File: config.mk
export PLATFORM = sky130hd
export DESIGN_NAME = rv32_trap_entry_unit_core
export DESIGN_NICKNAME = d
export VERILOG_FILES = /design/src/rvt_pkg.sv /design/src/rvt_irq_pick.sv /design/src/rvt_trap_core.sv /design/src/rv32_trap_entry_unit_core.sv
export SDC_FILE = /design/constraint.sdc
export NUM_CORES = 1
export LEC_CHECK = 0
export BUFFER_PORTS_ARGS = -buffer_cell sky130_fd_sc_hd__clkbuf_2
export CAP_MARGIN = 10
export CORE_MARGIN = 2
export CORE_UTILIZATION = 28
export DETAILED_ROUTE_END_ITERATION = 10
export REMOVE_ABC_BUFFERS = 1
export SLEW_MARGIN = 20
export SYNTH_ARGS = -nofsm -noshare
export SYNTH_HDL_FRONTEND = slang
export SYNTH_HIERARCHICAL = 1
export SYNTH_SLANG_ARGS = --single-unit
File: constraint.sdc
create_clock -name clk -period 11.6 [get_ports clk]
set_input_delay 1.74 -clock clk [delete_from_list [all_inputs] [get_ports clk]]
set_output_delay 1.74 -clock clk [all_outputs]
set_load 0.1 [all_outputs]
File: src/rvt_pkg.sv
// Shared types, constants and the interrupt priority function for the trap entry unit.
// No dependencies; every other file in src imports this package.
package rvt_pkg;

    // request kinds
    localparam logic [1:0] REQ_IRQ    = 2'd0;
    localparam logic [1:0] REQ_EXC    = 2'd1;
    localparam logic [1:0] REQ_STATUS = 2'd2;

    // privilege levels
    localparam logic [1:0] PRIV_USER    = 2'd0;
    localparam logic [1:0] PRIV_SUPER   = 2'd1;
    localparam logic [1:0] PRIV_RSVD    = 2'd2;
    localparam logic [1:0] PRIV_MACHINE = 2'd3;

    // interrupt cause codes
    localparam logic [3:0] IRQ_SSI = 4'd1;
    localparam logic [3:0] IRQ_MSI = 4'd3;
    localparam logic [3:0] IRQ_STI = 4'd5;
    localparam logic [3:0] IRQ_MTI = 4'd7;
    localparam logic [3:0] IRQ_SEI = 4'd9;
    localparam logic [3:0] IRQ_MEI = 4'd11;
    localparam logic [3:0] IRQ_NONE = 4'd0;

    localparam logic [11:0] STD_IRQ_BITS = 12'hAAA;

    // configuration register indexes (byte address = 4 * index)
    localparam logic [2:0] REG_IRQ_ENABLE  = 3'd0;
    localparam logic [2:0] REG_IRQ_DELEG   = 3'd1;
    localparam logic [2:0] REG_EXC_DELEG   = 3'd2;
    localparam logic [2:0] REG_M_VEC_BASE  = 3'd3;
    localparam logic [2:0] REG_M_VECTORED  = 3'd4;
    localparam logic [2:0] REG_S_VEC_BASE  = 3'd5;
    localparam logic [2:0] REG_S_VECTORED  = 3'd6;

    typedef struct packed {
        logic [11:0] irq_enable_mask;
        logic [11:0] irq_delegate_mask;
        logic [15:0] exc_delegate_mask;
        logic [31:0] machine_vector_base;
        logic        machine_vectored;
        logic [31:0] super_vector_base;
        logic        super_vectored;
    } rvt_cfg_t;

    typedef struct packed {
        logic [1:0]  req_type;
        logic [11:0] pending_irqs;
        logic [3:0]  exc_code;
        logic [31:0] current_pc;
        logic [1:0]  set_priv;
        logic        set_m_enable;
        logic        set_s_enable;
    } rvt_item_t;

    typedef struct packed {
        logic        trap_taken;
        logic        to_machine;
        logic        is_interrupt;
        logic [3:0]  cause_code;
        logic [31:0] next_pc;
        logic [1:0]  priv_after;
    } rvt_result_t;

    // outcome of interrupt screening
    typedef struct packed {
        logic       take;
        logic       to_machine;
        logic [3:0] code;
    } rvt_irq_t;

    // fixed priority MEI, MSI, MTI, SEI, SSI, STI
    function automatic logic [3:0] pick_irq(input logic [11:0] set);
        logic [3:0] code;
        if (set[IRQ_MEI])      code = IRQ_MEI;
        else if (set[IRQ_MSI]) code = IRQ_MSI;
        else if (set[IRQ_MTI]) code = IRQ_MTI;
        else if (set[IRQ_SEI]) code = IRQ_SEI;
        else if (set[IRQ_SSI]) code = IRQ_SSI;
        else if (set[IRQ_STI]) code = IRQ_STI;
        else                   code = IRQ_NONE;
        return code;
    endfunction

endpackage

File: src/rvt_irq_pick.sv
// Interrupt screening: enable and delegation masks, global enables, priority pick.
// Depends on rvt_pkg.
module rvt_irq_pick
    import rvt_pkg::*;
(
    input  logic [11:0] pending,
    input  logic [11:0] enable_mask,
    input  logic [11:0] delegate_mask,
    input  logic [1:0]  priv,
    input  logic        m_ie,
    input  logic        s_ie,
    output rvt_irq_t    sel
);

    logic [11:0] active;
    logic [11:0] m_set;
    logic [11:0] s_set;
    logic        m_ok;
    logic        s_ok;

    assign active = pending & enable_mask & STD_IRQ_BITS;
    assign m_set  = active & ~delegate_mask;
    assign s_set  = active & delegate_mask;

    // machine interrupts always pre-empt lower modes; supervisor ones never reach machine mode
    assign m_ok = (priv != PRIV_MACHINE) || m_ie;
    assign s_ok = (priv == PRIV_USER) || ((priv == PRIV_SUPER) && s_ie);

    always_comb
    begin
        sel = '0;
        if ((m_set != '0) && m_ok)
        begin
            sel.take       = 1'b1;
            sel.to_machine = 1'b1;
            sel.code       = pick_irq(m_set);
        end
        else if ((s_set != '0) && s_ok)
        begin
            sel.take       = 1'b1;
            sel.to_machine = 1'b0;
            sel.code       = pick_irq(s_set);
        end
    end

endmodule

File: src/rvt_trap_core.sv
// Trap decision and architectural trap state (privilege, enables, saved pc, cause).
// Depends on rvt_pkg and rvt_irq_pick.
module rvt_trap_core
    import rvt_pkg::*;
(
    input  logic        clk,
    input  logic        rst_n,
    input  logic        fire,
    input  rvt_item_t   item,
    input  rvt_cfg_t    cfg,
    output rvt_result_t res
);

    logic [1:0]  privilege_reg,    privilege_next;
    logic        m_int_enable_reg, m_int_enable_next;
    logic        m_prev_enable_reg, m_prev_enable_next;
    logic [1:0]  m_prev_priv_reg,  m_prev_priv_next;
    logic        s_int_enable_reg, s_int_enable_next;
    logic        s_prev_enable_reg, s_prev_enable_next;
    logic [1:0]  s_prev_priv_reg,  s_prev_priv_next;
    logic [31:0] m_saved_pc_reg,   m_saved_pc_next;
    logic [31:0] s_saved_pc_reg,   s_saved_pc_next;
    logic [4:0]  m_cause_reg,      m_cause_next;
    logic [4:0]  s_cause_reg,      s_cause_next;

    rvt_irq_t    irq;
    logic        exc_to_super;
    logic        trap;
    logic        to_m;
    logic        intr;
    logic [3:0]  code;
    logic [31:0] m_base;
    logic [31:0] s_base;
    logic [31:0] handler;

    rvt_irq_pick u_irq_pick (
        .pending       (item.pending_irqs),
        .enable_mask   (cfg.irq_enable_mask),
        .delegate_mask (cfg.irq_delegate_mask),
        .priv          (privilege_reg),
        .m_ie          (m_int_enable_reg),
        .s_ie          (s_int_enable_reg),
        .sel           (irq)
    );

    assign exc_to_super = (privilege_reg != PRIV_MACHINE) && cfg.exc_delegate_mask[item.exc_code];

    always_comb
    begin
        trap = 1'b0;
        to_m = 1'b0;
        intr = 1'b0;
        code = '0;
        case (item.req_type)
            REQ_IRQ:
            begin
                trap = irq.take;
                to_m = irq.to_machine;
                intr = irq.take;
                code = irq.code;
            end
            REQ_EXC:
            begin
                trap = 1'b1;
                to_m = !exc_to_super;
                code = item.exc_code;
            end
            default:
            begin
                trap = 1'b0;
            end
        endcase
    end

    assign m_base = {cfg.machine_vector_base[31:2], 2'b00};
    assign s_base = {cfg.super_vector_base[31:2], 2'b00};

    // vectored entry only for interrupts: base + 4 * cause, wrapping
    always_comb
    begin
        if (to_m)
            handler = (intr && cfg.machine_vectored) ? m_base + {26'd0, code, 2'b00} : m_base;
        else
            handler = (intr && cfg.super_vectored) ? s_base + {26'd0, code, 2'b00} : s_base;
    end

    always_comb
    begin
        privilege_next     = privilege_reg;
        m_int_enable_next  = m_int_enable_reg;
        m_prev_enable_next = m_prev_enable_reg;
        m_prev_priv_next   = m_prev_priv_reg;
        s_int_enable_next  = s_int_enable_reg;
        s_prev_enable_next = s_prev_enable_reg;
        s_prev_priv_next   = s_prev_priv_reg;
        m_saved_pc_next    = m_saved_pc_reg;
        s_saved_pc_next    = s_saved_pc_reg;
        m_cause_next       = m_cause_reg;
        s_cause_next       = s_cause_reg;
        if (trap && to_m)
        begin
            m_cause_next       = {intr, code};
            m_prev_priv_next   = privilege_reg;
            privilege_next     = PRIV_MACHINE;
            m_prev_enable_next = m_int_enable_reg;
            m_int_enable_next  = 1'b0;
            m_saved_pc_next    = item.current_pc;
        end
        else if (trap)
        begin
            s_cause_next       = {intr, code};
            s_prev_priv_next   = privilege_reg;
            privilege_next     = PRIV_SUPER;
            s_prev_enable_next = s_int_enable_reg;
            s_int_enable_next  = 1'b0;
            s_saved_pc_next    = item.current_pc;
        end
        else if (item.req_type == REQ_STATUS)
        begin
            // reserved level keeps the privilege but still writes the enables
            if (item.set_priv != PRIV_RSVD)
                privilege_next = item.set_priv;
            m_int_enable_next = item.set_m_enable;
            s_int_enable_next = item.set_s_enable;
        end
    end

    always_comb
    begin
        res.trap_taken   = trap;
        res.to_machine   = trap && to_m;
        res.is_interrupt = intr;
        res.cause_code   = trap ? code : 4'd0;
        res.next_pc      = trap ? handler : item.current_pc;
        res.priv_after   = privilege_next;
    end

    always_ff @(posedge clk or negedge rst_n)
    begin
        if (!rst_n)
        begin
            privilege_reg     <= PRIV_MACHINE;
            m_int_enable_reg  <= 1'b0;
            m_prev_enable_reg <= 1'b0;
            m_prev_priv_reg   <= PRIV_USER;
            s_int_enable_reg  <= 1'b0;
            s_prev_enable_reg <= 1'b0;
            s_prev_priv_reg   <= PRIV_USER;
            m_saved_pc_reg    <= '0;
            s_saved_pc_reg    <= '0;
            m_cause_reg       <= '0;
            s_cause_reg       <= '0;
        end
        else if (fire)
        begin
            privilege_reg     <= privilege_next;
            m_int_enable_reg  <= m_int_enable_next;
            m_prev_enable_reg <= m_prev_enable_next;
            m_prev_priv_reg   <= m_prev_priv_next;
            s_int_enable_reg  <= s_int_enable_next;
            s_prev_enable_reg <= s_prev_enable_next;
            s_prev_priv_reg   <= s_prev_priv_next;
            m_saved_pc_reg    <= m_saved_pc_next;
            s_saved_pc_reg    <= s_saved_pc_next;
            m_cause_reg       <= m_cause_next;
            s_cause_reg       <= s_cause_next;
        end
    end

`ifndef SYNTHESIS
    a_m_entry: assert property (@(posedge clk) disable iff (!rst_n)
        fire && res.trap_taken && res.to_machine |=>
            privilege_reg == PRIV_MACHINE && !m_int_enable_reg &&
            m_saved_pc_reg == $past(item.current_pc) &&
            m_prev_priv_reg == $past(privilege_reg))
        else $error("machine trap entry did not update machine state");

    a_s_entry: assert property (@(posedge clk) disable iff (!rst_n)
        fire && res.trap_taken && !res.to_machine |=>
            privilege_reg == PRIV_SUPER && !s_int_enable_reg &&
            s_saved_pc_reg == $past(item.current_pc) &&
            s_prev_enable_reg == $past(s_int_enable_reg))
        else $error("supervisor trap entry did not update supervisor state");

    a_idle_hold: assert property (@(posedge clk) disable iff (!rst_n)
        !fire |=> $stable(privilege_reg) && $stable(m_cause_reg) && $stable(s_cause_reg))
        else $error("trap state changed without an item");

    a_cause_flag: assert property (@(posedge clk) disable iff (!rst_n)
        fire && res.trap_taken && res.to_machine |=> m_cause_reg[4] == $past(res.is_interrupt))
        else $error("machine cause interrupt flag mismatch");

    a_no_s_from_m: assert property (@(posedge clk) disable iff (!rst_n)
        fire && res.is_interrupt && !res.to_machine |-> privilege_reg != PRIV_MACHINE)
        else $error("supervisor interrupt taken in machine mode");
`endif

endmodule

File: src/rv32_trap_entry_unit_core.sv
// Top level of the trap entry unit: APB configuration registers, input and result registers.
// Depends on rvt_pkg and rvt_trap_core.
//
// Trap entry unit. Every accepted word is an interrupt check, a synchronous exception or
// a status update, and yields exactly one result word. That result is registered after the word
// leaves the input register, and is held there while the output side is stalled. One word
// is accepted per cycle unless in_stall is high: the trap decision and the update of the
// privilege, enable, saved pc and cause registers happen combinationally between the
// input register and the result register, so the next word always sees the state left by
// the previous one. A stalled output holds the result; the input register is only stalled
// when both registers are full and the output is stalled. Configuration registers sit at
// byte addresses 4 * index and may only be written while no word is in flight.
module rv32_trap_entry_unit_core
    import rvt_pkg::*;
(
    input  logic        clk,
    input  logic        rst_n,

    input  logic        psel,
    input  logic        penable,
    input  logic        pwrite,
    input  logic [4:0]  paddr,
    input  logic [31:0] pwdata,
    output logic [31:0] prdata,
    output logic        pready,

    input  logic        in_valid,
    output logic        in_stall,
    input  logic [1:0]  req_type,
    input  logic [11:0] pending_irqs,
    input  logic [3:0]  exc_code,
    input  logic [31:0] current_pc,
    input  logic [1:0]  set_priv,
    input  logic        set_m_enable,
    input  logic        set_s_enable,

    output logic        out_valid,
    input  logic        out_stall,
    output logic        trap_taken,
    output logic        to_machine,
    output logic        is_interrupt,
    output logic [3:0]  cause_code,
    output logic [31:0] next_pc,
    output logic [1:0]  priv_after
);

    rvt_cfg_t    cfg_reg;
    rvt_item_t   item_reg;
    logic        item_valid_reg, item_valid_next;
    rvt_result_t res_reg;
    logic        res_valid_reg, res_valid_next;
    rvt_result_t res;
    logic        advance;
    logic        fire;
    logic        accept;
    logic        cfg_wr;
    logic [2:0]  reg_idx;

    assign pready  = 1'b1;
    assign cfg_wr  = psel && penable && pwrite;
    assign reg_idx = paddr[4:2];

    always_ff @(posedge clk or negedge rst_n)
    begin
        if (!rst_n)
            cfg_reg <= '0;
        else if (cfg_wr)
        begin
            case (reg_idx)
                REG_IRQ_ENABLE: cfg_reg.irq_enable_mask     <= pwdata[11:0];
                REG_IRQ_DELEG:  cfg_reg.irq_delegate_mask   <= pwdata[11:0];
                REG_EXC_DELEG:  cfg_reg.exc_delegate_mask   <= pwdata[15:0];
                REG_M_VEC_BASE: cfg_reg.machine_vector_base <= pwdata;
                REG_M_VECTORED: cfg_reg.machine_vectored    <= pwdata[0];
                REG_S_VEC_BASE: cfg_reg.super_vector_base   <= pwdata;
                REG_S_VECTORED: cfg_reg.super_vectored      <= pwdata[0];
                default: ;
            endcase
        end
    end

    always_comb
    begin
        case (reg_idx)
            REG_IRQ_ENABLE: prdata = {20'd0, cfg_reg.irq_enable_mask};
            REG_IRQ_DELEG:  prdata = {20'd0, cfg_reg.irq_delegate_mask};
            REG_EXC_DELEG:  prdata = {16'd0, cfg_reg.exc_delegate_mask};
            REG_M_VEC_BASE: prdata = cfg_reg.machine_vector_base;
            REG_M_VECTORED: prdata = {31'd0, cfg_reg.machine_vectored};
            REG_S_VEC_BASE: prdata = cfg_reg.super_vector_base;
            REG_S_VECTORED: prdata = {31'd0, cfg_reg.super_vectored};
            default:        prdata = '0;
        endcase
    end

    // result register frees up when empty or taken this cycle
    assign advance  = !res_valid_reg || !out_stall;
    assign fire     = item_valid_reg && advance;
    assign in_stall = item_valid_reg && !advance;
    assign accept   = in_valid && !in_stall;

    assign item_valid_next = accept || (item_valid_reg && !advance);
    assign res_valid_next  = fire || (res_valid_reg && out_stall);

    always_ff @(posedge clk or negedge rst_n)
    begin
        if (!rst_n)
        begin
            item_valid_reg <= 1'b0;
            res_valid_reg  <= 1'b0;
        end
        else
        begin
            item_valid_reg <= item_valid_next;
            res_valid_reg  <= res_valid_next;
        end
    end

    always_ff @(posedge clk)
    begin
        if (accept)
        begin
            item_reg.req_type     <= req_type;
            item_reg.pending_irqs <= pending_irqs;
            item_reg.exc_code     <= exc_code;
            item_reg.current_pc   <= current_pc;
            item_reg.set_priv     <= set_priv;
            item_reg.set_m_enable <= set_m_enable;
            item_reg.set_s_enable <= set_s_enable;
        end
        if (fire)
            res_reg <= res;
    end

    rvt_trap_core u_trap_core (
        .clk   (clk),
        .rst_n (rst_n),
        .fire  (fire),
        .item  (item_reg),
        .cfg   (cfg_reg),
        .res   (res)
    );

    assign out_valid    = res_valid_reg;
    assign trap_taken   = res_reg.trap_taken;
    assign to_machine   = res_reg.to_machine;
    assign is_interrupt = res_reg.is_interrupt;
    assign cause_code   = res_reg.cause_code;
    assign next_pc      = res_reg.next_pc;
    assign priv_after   = res_reg.priv_after;

endmodule
==> flow_summary.yaml, run 1 <==
status:
  status: "finished clean"
critical_path:
  path_common_cell: "clkbuf_2"
  crit_chain: "clkbuf_2 > buf_4 > nor2b_1 > a22oi_1 > o211ai_1 > clkbuf_2"
  path_class: "input port to primary output"
  end_kind: "primary output"
  worst_path_largest_cell_delay_ns: 0.84
  startpoint_type: "input port"
  slowest_stage: "nor2b_1"
  worstPathRequired_ns: 9.86
  cp.arrival_ns: 4.29
  r2r_cells: 15
  path_max_fanout: 56
final_layout:
  final_common_cell: "clkbuf_2"
  layout_common_cells: "clkbuf_2, dfrtp_1, mux2_2, edfxtp_1, nand2_1"
  largest_reg_flops: 106
  final_nets: 1158
  layout-drive-gt1-share_pct: 32.8
  fillCellCount: 3820
  syn2layout_area_growth_pct: 19.2
place:
  pre_cts_slack_ns: 5.53
  dpl.hpwl_um: 21100
  place_congestion: 0.834
  port_buffers: 164
sta:
  tns_ns: 0
  period_share_pct: 52.0
  worst_pin_slew_ns: 1.15
  finalWorstSetupSlack_ns: 5.57
  setup_viol: 0
  hold_ws_ns: 0.486
  hold_viol: 0
  rsz0062_at_grt: "no"
  slew_headroom_pct: 23.5
  finalCriticalPeriod_ns: 6.03
  skew_ns: 0.0162
  drv_slew: 0
  fmax_mhz: 166
floorplan:
  die_x_um: 200
  die_area_mm2: 0.0399
  io_pins: 174
  core_mm2: 0.0377
  rows: 71
  die_h_um: 200
  initial_core_util_pct: 28.5
pwr:
  vdd_drop_max_mv: 0.0862
  powerDensity_mw_per_mm2: 184
  p_leak_nw: 5.14
grt:
  grt_usage_pct: 14.9
  grt_pass1_vias: 7442
  grt_max_degree: 77
  antenna_found_initial: 7
  grt_remaining_overflow: 0
  grt_first_pass_wirelength_um: 44800
clocking:
  clockBufferDepth: 3
  cts_made_buffers: 24
  postCtsSetupBuffers: 0
  cts_tree: "yes"
  clk_latency_ns: 0.54
  htree_levels: 1
  root_buffer: "clkbuf_16"
  clk_pin_slew_ns: 0.06
  cts.sinks: 201
  hold_buffers: 0
  cts_resized: 0
detailed_routing:
  avgRoutedWirePerCell_um: 19.1
  drt-pass1-iter-count: 5
  final_antenna_net_count: 0
  vias_per_cell: 4.88
  vias: 7719
  drtIter0Drc: 439
  wl_um: 30200
  route.detailed.drc: 0
synthesis:
  syn_area_per_cell_um2: 11.8
  yosysWarnings: 6
  syn_inst: 906
  synthesis.area_mm2: 0.0107
hold_path:
  holdCritPathClass: "register to register"
  hold_path_depth: 1
job:
  cap_viol_max_count: 0
final cells by class:
type	count	area, um^2	area share, %
multi-input cells	632	4850	38.0
diodes	3	7.51	0.0587
repair buffers	177	941	7.36
clock buffers	28	647	5.06
inverters	14	52.6	0.411
clock inverters	16	161	1.26
flip-flops and latches	201	5480	42.9
well taps	511	639	5.00
power breakdown:
group	internal (W)	switching (W)	total, W
Clock	0.000466	0.000307	0.000772
Combinational	0.000198	0.000409	0.000607
Sequential	0.000862	0.000110	0.000972
Total	0.00153	0.000825	0.00235
through the flow:
| stage | instances | instance area (um^2) | util (%) | power [W] |
|---|---|---|---|---|
| after global routing | 1579 | 12800 | 33.9 | 0.00246 |
| final | 1582 | 12800 | 33.9 | 0.00235 |
| after floorplan | 847 | 10400 | - | 0.00143 |
| after global placement | 1534 | 11900 | 31.7 | 0.00158 |
| after CTS | 1578 | 12700 | 33.8 | 0.00238 |
| after detailed placement | 1534 | 11900 | 31.7 | 0.00160 |
final timing paths:
kind                                           from                       to  slack [ns]
setup / recovery                           paddr[2]                prdata[8]        5.57
hold / removal             item_valid_reg$_DFF_PN0_      out_valid$_DFF_PN0_        0.49
setup reg to reg            cfg_reg[93]$_DFFE_PN0P_    next_pc[16]$_DFFE_PP_        7.24
hold reg to reg            item_valid_reg$_DFF_PN0_      out_valid$_DFF_PN0_        0.49
max in group asynchronous                     rst_n  cfg_reg[58]$_DFFE_PN0P_        9.36
min in group asynchronous                     rst_n   cfg_reg[2]$_DFFE_PN0P_        1.18
layer usage:
layer | up-vias | share of wire, % | track usage (%)
met4 | 8 | 2.4 | 4.66
met5 | - | 0.16 | 0
met3 | 49 | 6.1 | 3.49
met2 | 202 | 47 | 23.9
li1 | 3664 | - | -
met1 | 3796 | 45 | 19.8
worst max-delay path: cells and delay by family:
| kind | cells | cell delay (ns) |
|---|---|---|
| AOI/OAI and AO/OA | 2 | 0.55 |
| and+or+nand+nor | 1 | 0.84 |
| buffers and inverters | 3 | 1.08 |
(Power assumes the default switching activity.)
==> run 2: changes to the inputs <==
clock period = 5 ns   (was 11.6 ns; I/O delays follow)
==> flow_summary.yaml, run 2 (synthesis results as in run 1) <==
place:
  place_congestion: 0.845
  port_buffers: 164
  placed_area_mm2: 0.0120
  dpl.hpwl_um: 21600
detailed_routing:
  route.detailed.drc: 0
  avgRoutedWirePerCell_um: 19.2
  drt-pass1-iter-count: 4
  drtIter0Drc: 468
  vias_per_cell: 4.92
  final_antenna_net_count: 0
  wl_um: 30500
  vias: 7814
floorplan:
  die_h_um: 200
  core_mm2: 0.0377
  rows: 71
  io_pins: 174
  die_area_mm2: 0.0399
  die_x_um: 200
  initial_core_util_pct: 28.5
grt:
  grt_first_pass_wirelength_um: 45700
  grt_pass1_vias: 7673
  grt_max_degree: 53
  antenna_found_initial: 6
  grt_usage_pct: 15.1
  grt_remaining_overflow: 0
critical_path:
  cp.arrival_ns: 2.98
  worstPathRequired_ns: 4.25
  path_max_fanout: 25
  startpoint_type: "input port"
  path_class: "input port to primary output"
  end_kind: "primary output"
final_layout:
  largest_reg_flops: 106
  layout_common_cells: "clkbuf_2, dfrtp_1, mux2_2, edfxtp_1, nand2_1"
  layout-drive-gt1-share_pct: 32.6
  stdcell_area_mm2: 0.0127
  fillCellCount: 3812
  ff_latch_area_mm2: 0.00548
  syn2layout_area_growth_pct: 18.7
  final_nets: 1164
  multi_input_area_mm2: 0.00485
  final_common_cell: "clkbuf_2"
clocking:
  clk_latency_ns: 0.53
  cts_resized: 0
  cts_made_buffers: 24
  clk_pin_slew_ns: 0.05
  cts.sinks: 201
  postCtsSetupBuffers: 0
  root_buffer: "clkbuf_16"
  clockBufferDepth: 3
  hold_buffers: 0
  htree_levels: 1
  cts_tree: "yes"
sta:
  skew_ns: 0.0107
  drv_slew: 0
  setup_viol: 0
  rsz0062_at_grt: "no"
  fmax_mhz: 268
  tns_ns: 0
  hold_viol: 0
  slew_headroom_pct: 32.4
  worst_pin_slew_ns: 1.01
  finalCriticalPeriod_ns: 3.73
  period_share_pct: 74.6
pwr:
  seqPwrFrac_pct: 42.5
  vdd_drop_max_mv: 0.200
  p_clk_share_pct: 30.9
  p_int_w: 0.00341
  swShare_pct: 35.8
  powerDensity_mw_per_mm2: 418
  p_leak_nw: 5.12
  power_frac_comb_pct: 26.6
  power.switching_w: 0.00190
status:
  status: "finished clean"
job:
  cap_viol_max_count: 0
hold_path:
  holdCritPathClass: "input port to async pin"
## run 2: changes by cell type in the layout (fill, tap and decap cells not counted)
cell       previous run  this run
buf_16                1         0
buf_4                13        20
bufinv_16             3         0
clkbuf_1              2        10
clkbuf_8              1         2
clkinv_1              5         1
clkinv_2              4         3
inv_6                 1         0
nor2b_1              20        22
nor2b_2               2         0
## run 2: metal layers
metal  wire (um)  part of all wire (%)  track usage, %  vias up
li1            -                     -               -     3655
met1       13600                    45            20.0     3891
met2       14100                    46            24.3      213
met3        1920                   6.3            3.46       49
met4         824                   2.7            5.21        6
met5          34                  0.11               0        -
## run 2: worst paths after layout
kind / from / to / slack (ns) / depth (start not counted)
setup / recovery: paddr[2] / prdata[8] / 1.27 / 6
hold / removal: rst_n / cfg_reg[39]$_DFFE_PN0P_ / 0.20 / 1
min in group clk: pending_irqs[11] / item_reg[51]$_DFFE_PP_ / 0.39 / 1
hold reg to reg: item_valid_reg$_DFF_PN0_ / out_valid$_DFF_PN0_ / 0.50 / 1
max in group asynchronous: rst_n / cfg_reg[25]$_DFFE_PN0P_ / 3.80 / 2
setup reg to reg: cfg_reg[91]$_DFFE_PN0P_ / next_pc[12]$_DFFE_PP_ / 1.29 / 16
## run 2: layout make-up
| type | instances | area share [%] |
|---|---|---|
| Tap cell | 511 | 5.02 |
| Multi-Input combinational cell | 632 | 38.1 |
| Antenna cell | 3 | 0.0590 |
| Inverter | 14 | 0.413 |
| Clock buffer | 37 | 5.43 |
| Clock inverter | 7 | 0.334 |
| Sequential cell | 201 | 43.0 |
| Timing Repair Buffer | 183 | 7.59 |
## run 2: worst max-delay path, stage by stage
cell and delay, ns:
clkbuf_2 0.32, buf_4 0.35, and3b_1 0.64, nand2_1 0.14, o211ai_1 0.23, clkbuf_2 0.53
## run 2: power by group through the flow
stage | Combinational [W] | Sequential, W | Clock [W]
CTS | 0.00143 | 0.00225 | 0.00170
floorplan | 0.000823 | 0.00249 | 0
global route | 0.00152 | 0.00230 | 0.00175
global placement | 0.00140 | 0.00227 | 0
detailed placement | 0.00142 | 0.00228 | 0
finish | 0.00141 | 0.00226 | 0.00164
## run 2: per-stage QoR
stage	hold WS, ns	utilization, %	worst slack, ns	total power, W	cells
2_1_floorplan	0.443	-	-0.116	0.00331	847
3_3_place_gp	0.463	31.8	1.30	0.00368	1541
3_5_place_dp	0.481	31.8	1.27	0.00371	1541
4_1_cts	0.196	33.8	1.25	0.00538	1585
5_1_grt	0.219	33.8	1.06	0.00557	1585
6_report	0.198	33.8	1.27	0.00531	1588
==> run 3: changes to the inputs <==
clock period = 3.2 ns   (was 5 ns; I/O delays follow)
==> flow_summary.yaml, run 3 (synthesis results as in run 1) <==
final_layout:
  largest_reg_flops: 106
  final_cells: 1668
  syn2layout_area_growth_pct: 33.1
  final_nets: 1243
  final_common_cell: "clkbuf_2"
  layout-drive-gt1-share_pct: 41.5
  fin_util_pct: 37.9
  layout_common_cells: "clkbuf_2, dfrtp_1, mux2_2, edfxtp_1, buf_4"
detailed_routing:
  drt-pass1-iter-count: 4
  drtIter0Drc: 447
  final_antenna_net_count: 0
  route.detailed.drc: 0
  avgRoutedWirePerCell_um: 19.4
  wl_um: 32400
  vias: 8201
  vias_per_cell: 4.92
place:
  place_congestion: 0.819
  port_buffers: 164
  dp.cells: 1599
  pre_cts_slack_ns: -0.294
  dpl.hpwl_um: 22300
sta:
  fmax_mhz: 292
  tns_ns: -3.22
  hold_viol: 0
  worst_pin_slew_ns: 0.811
  rsz0062_at_grt: "yes"
  finalCriticalPeriod_ns: 3.43
  slew_headroom_pct: 45.5
  finalWorstSetupSlack_ns: -0.226
  drv_slew: 0
  hold_ws_ns: 0.0954
  skew_ns: 0.0470
  setup_viol: 26
  period_share_pct: 107
floorplan:
  core_mm2: 0.0377
  die_h_um: 200
  rows: 71
  die_area_mm2: 0.0399
  io_pins: 174
  die_x_um: 200
  initial_core_util_pct: 28.5
critical_path:
  startpoint_type: "register"
  end_kind: "register"
  cp.arrival_ns: 3.69
  worstPathRequired_ns: 3.46
  path_class: "register to register"
  path_max_fanout: 7
grt:
  grt_remaining_overflow: 0
  busiest_layer: "met2"
  grt.met2_usage_pct: 26.1
  grt_max_degree: 64
  grt_usage_pct: 15.8
  grt_use_met3_pct: 3.09
  antenna_found_initial: 6
  grt_pass1_vias: 8113
  grt_first_pass_wirelength_um: 47800
  grt_use_met1_pct: 20.5
job:
  cap_viol_max_count: 0
clocking:
  cts_tree: "yes"
  clockBufferDepth: 3
  htree_levels: 1
  clk_pin_slew_ns: 0.06
  root_buffer: "clkbuf_16"
  cts.sinks: 201
  cts_made_buffers: 24
  clk_latency_ns: 0.56
status:
  violations: "negative setup slack"
  status: "finished, violations left"
pwr:
  p_leak_nw: 5.77
  vdd_drop_max_mv: 0.334
  powerDensity_mw_per_mm2: 629
hold_path:
  holdCritPathClass: "input port to register"
run 3: path summary, 6_finish.rpt:
check | slack, ns | cells after the start | startpoint | to
setup / recovery | -0.23 | 15 | item_reg[43]$_DFFE_PP_ | next_pc[21]$_DFFE_PP_
hold / removal | 0.1 | 1 | current_pc[10] | item_reg[14]$_DFFE_PP_
setup reg to reg | -0.23 | 15 | item_reg[43]$_DFFE_PP_ | next_pc[21]$_DFFE_PP_
hold reg to reg | 0.49 | 1 | item_valid_reg$_DFF_PN0_ | out_valid$_DFF_PN0_
max in group asynchronous | 1.88 | 3 | rst_n | cfg_reg[62]$_DFFE_PN0P_
min in group asynchronous | 0.52 | 2 | rst_n | cfg_reg[83]$_DFFE_PN0P_
run 3: per-stage QoR:
stage          power [W]  cell area (um^2)
6_report         0.00898             14300
4_1_cts          0.00901             14200
5_1_grt          0.00937             14300
3_3_place_gp     0.00608             13000
2_1_floorplan    0.00518             10400
3_5_place_dp     0.00612             13000
run 3: layer usage:
layer / up-vias / part of all wire [%]
met2: 241 / 48
met5: - / 0.14
li1: 3827 / -
met1: 4068 / 44
met3: 59 / 5.7
met4: 6 / 2.7
run 3: worst max-delay path, cell delays in order (launching register included):
cell and delay [ns]:
edfxtp_1 0.42, nand3_2 0.12, nand3_2 0.10, or4b_4 0.50
a21o_1 0.19, mux2i_2 0.23, nor2_2 0.09, ha_2 0.22
buf_6 0.12, a211oi_4 0.26, o21bai_4 0.13, buf_6 0.16
nand4b_1 0.11, xnor2_1 0.08, mux2i_1 0.28, o21ai_1 0.09
run 3: power breakdown:
part           internal (W)  leakage (nW)  switching (W)
registers           0.00312          2.29       0.000399
clock network       0.00160         0.383        0.00113
logic               0.00109          3.10        0.00164
total               0.00580          5.77        0.00317
run 3: what timing repair did:
action,in CTS,in global routing
pin swaps,31,19
endpoints found under the setup margin,26,29
endpoints found under the hold margin,1,0
hold buffers,1,0
cloned,4,0
buffers inserted,11,5
resized for setup,58,15
run 3: area by class of cell:
type                       count  area [um^2]
inverter                      14         52.6
fill                        3720        23400
antenna                        4         10.0
clock inverter                13          134
clock buffer                  31          647
tap                          511          639
timing repair buffer         262         2190
sequential                   201         5480
multi-input combinational    632         5130
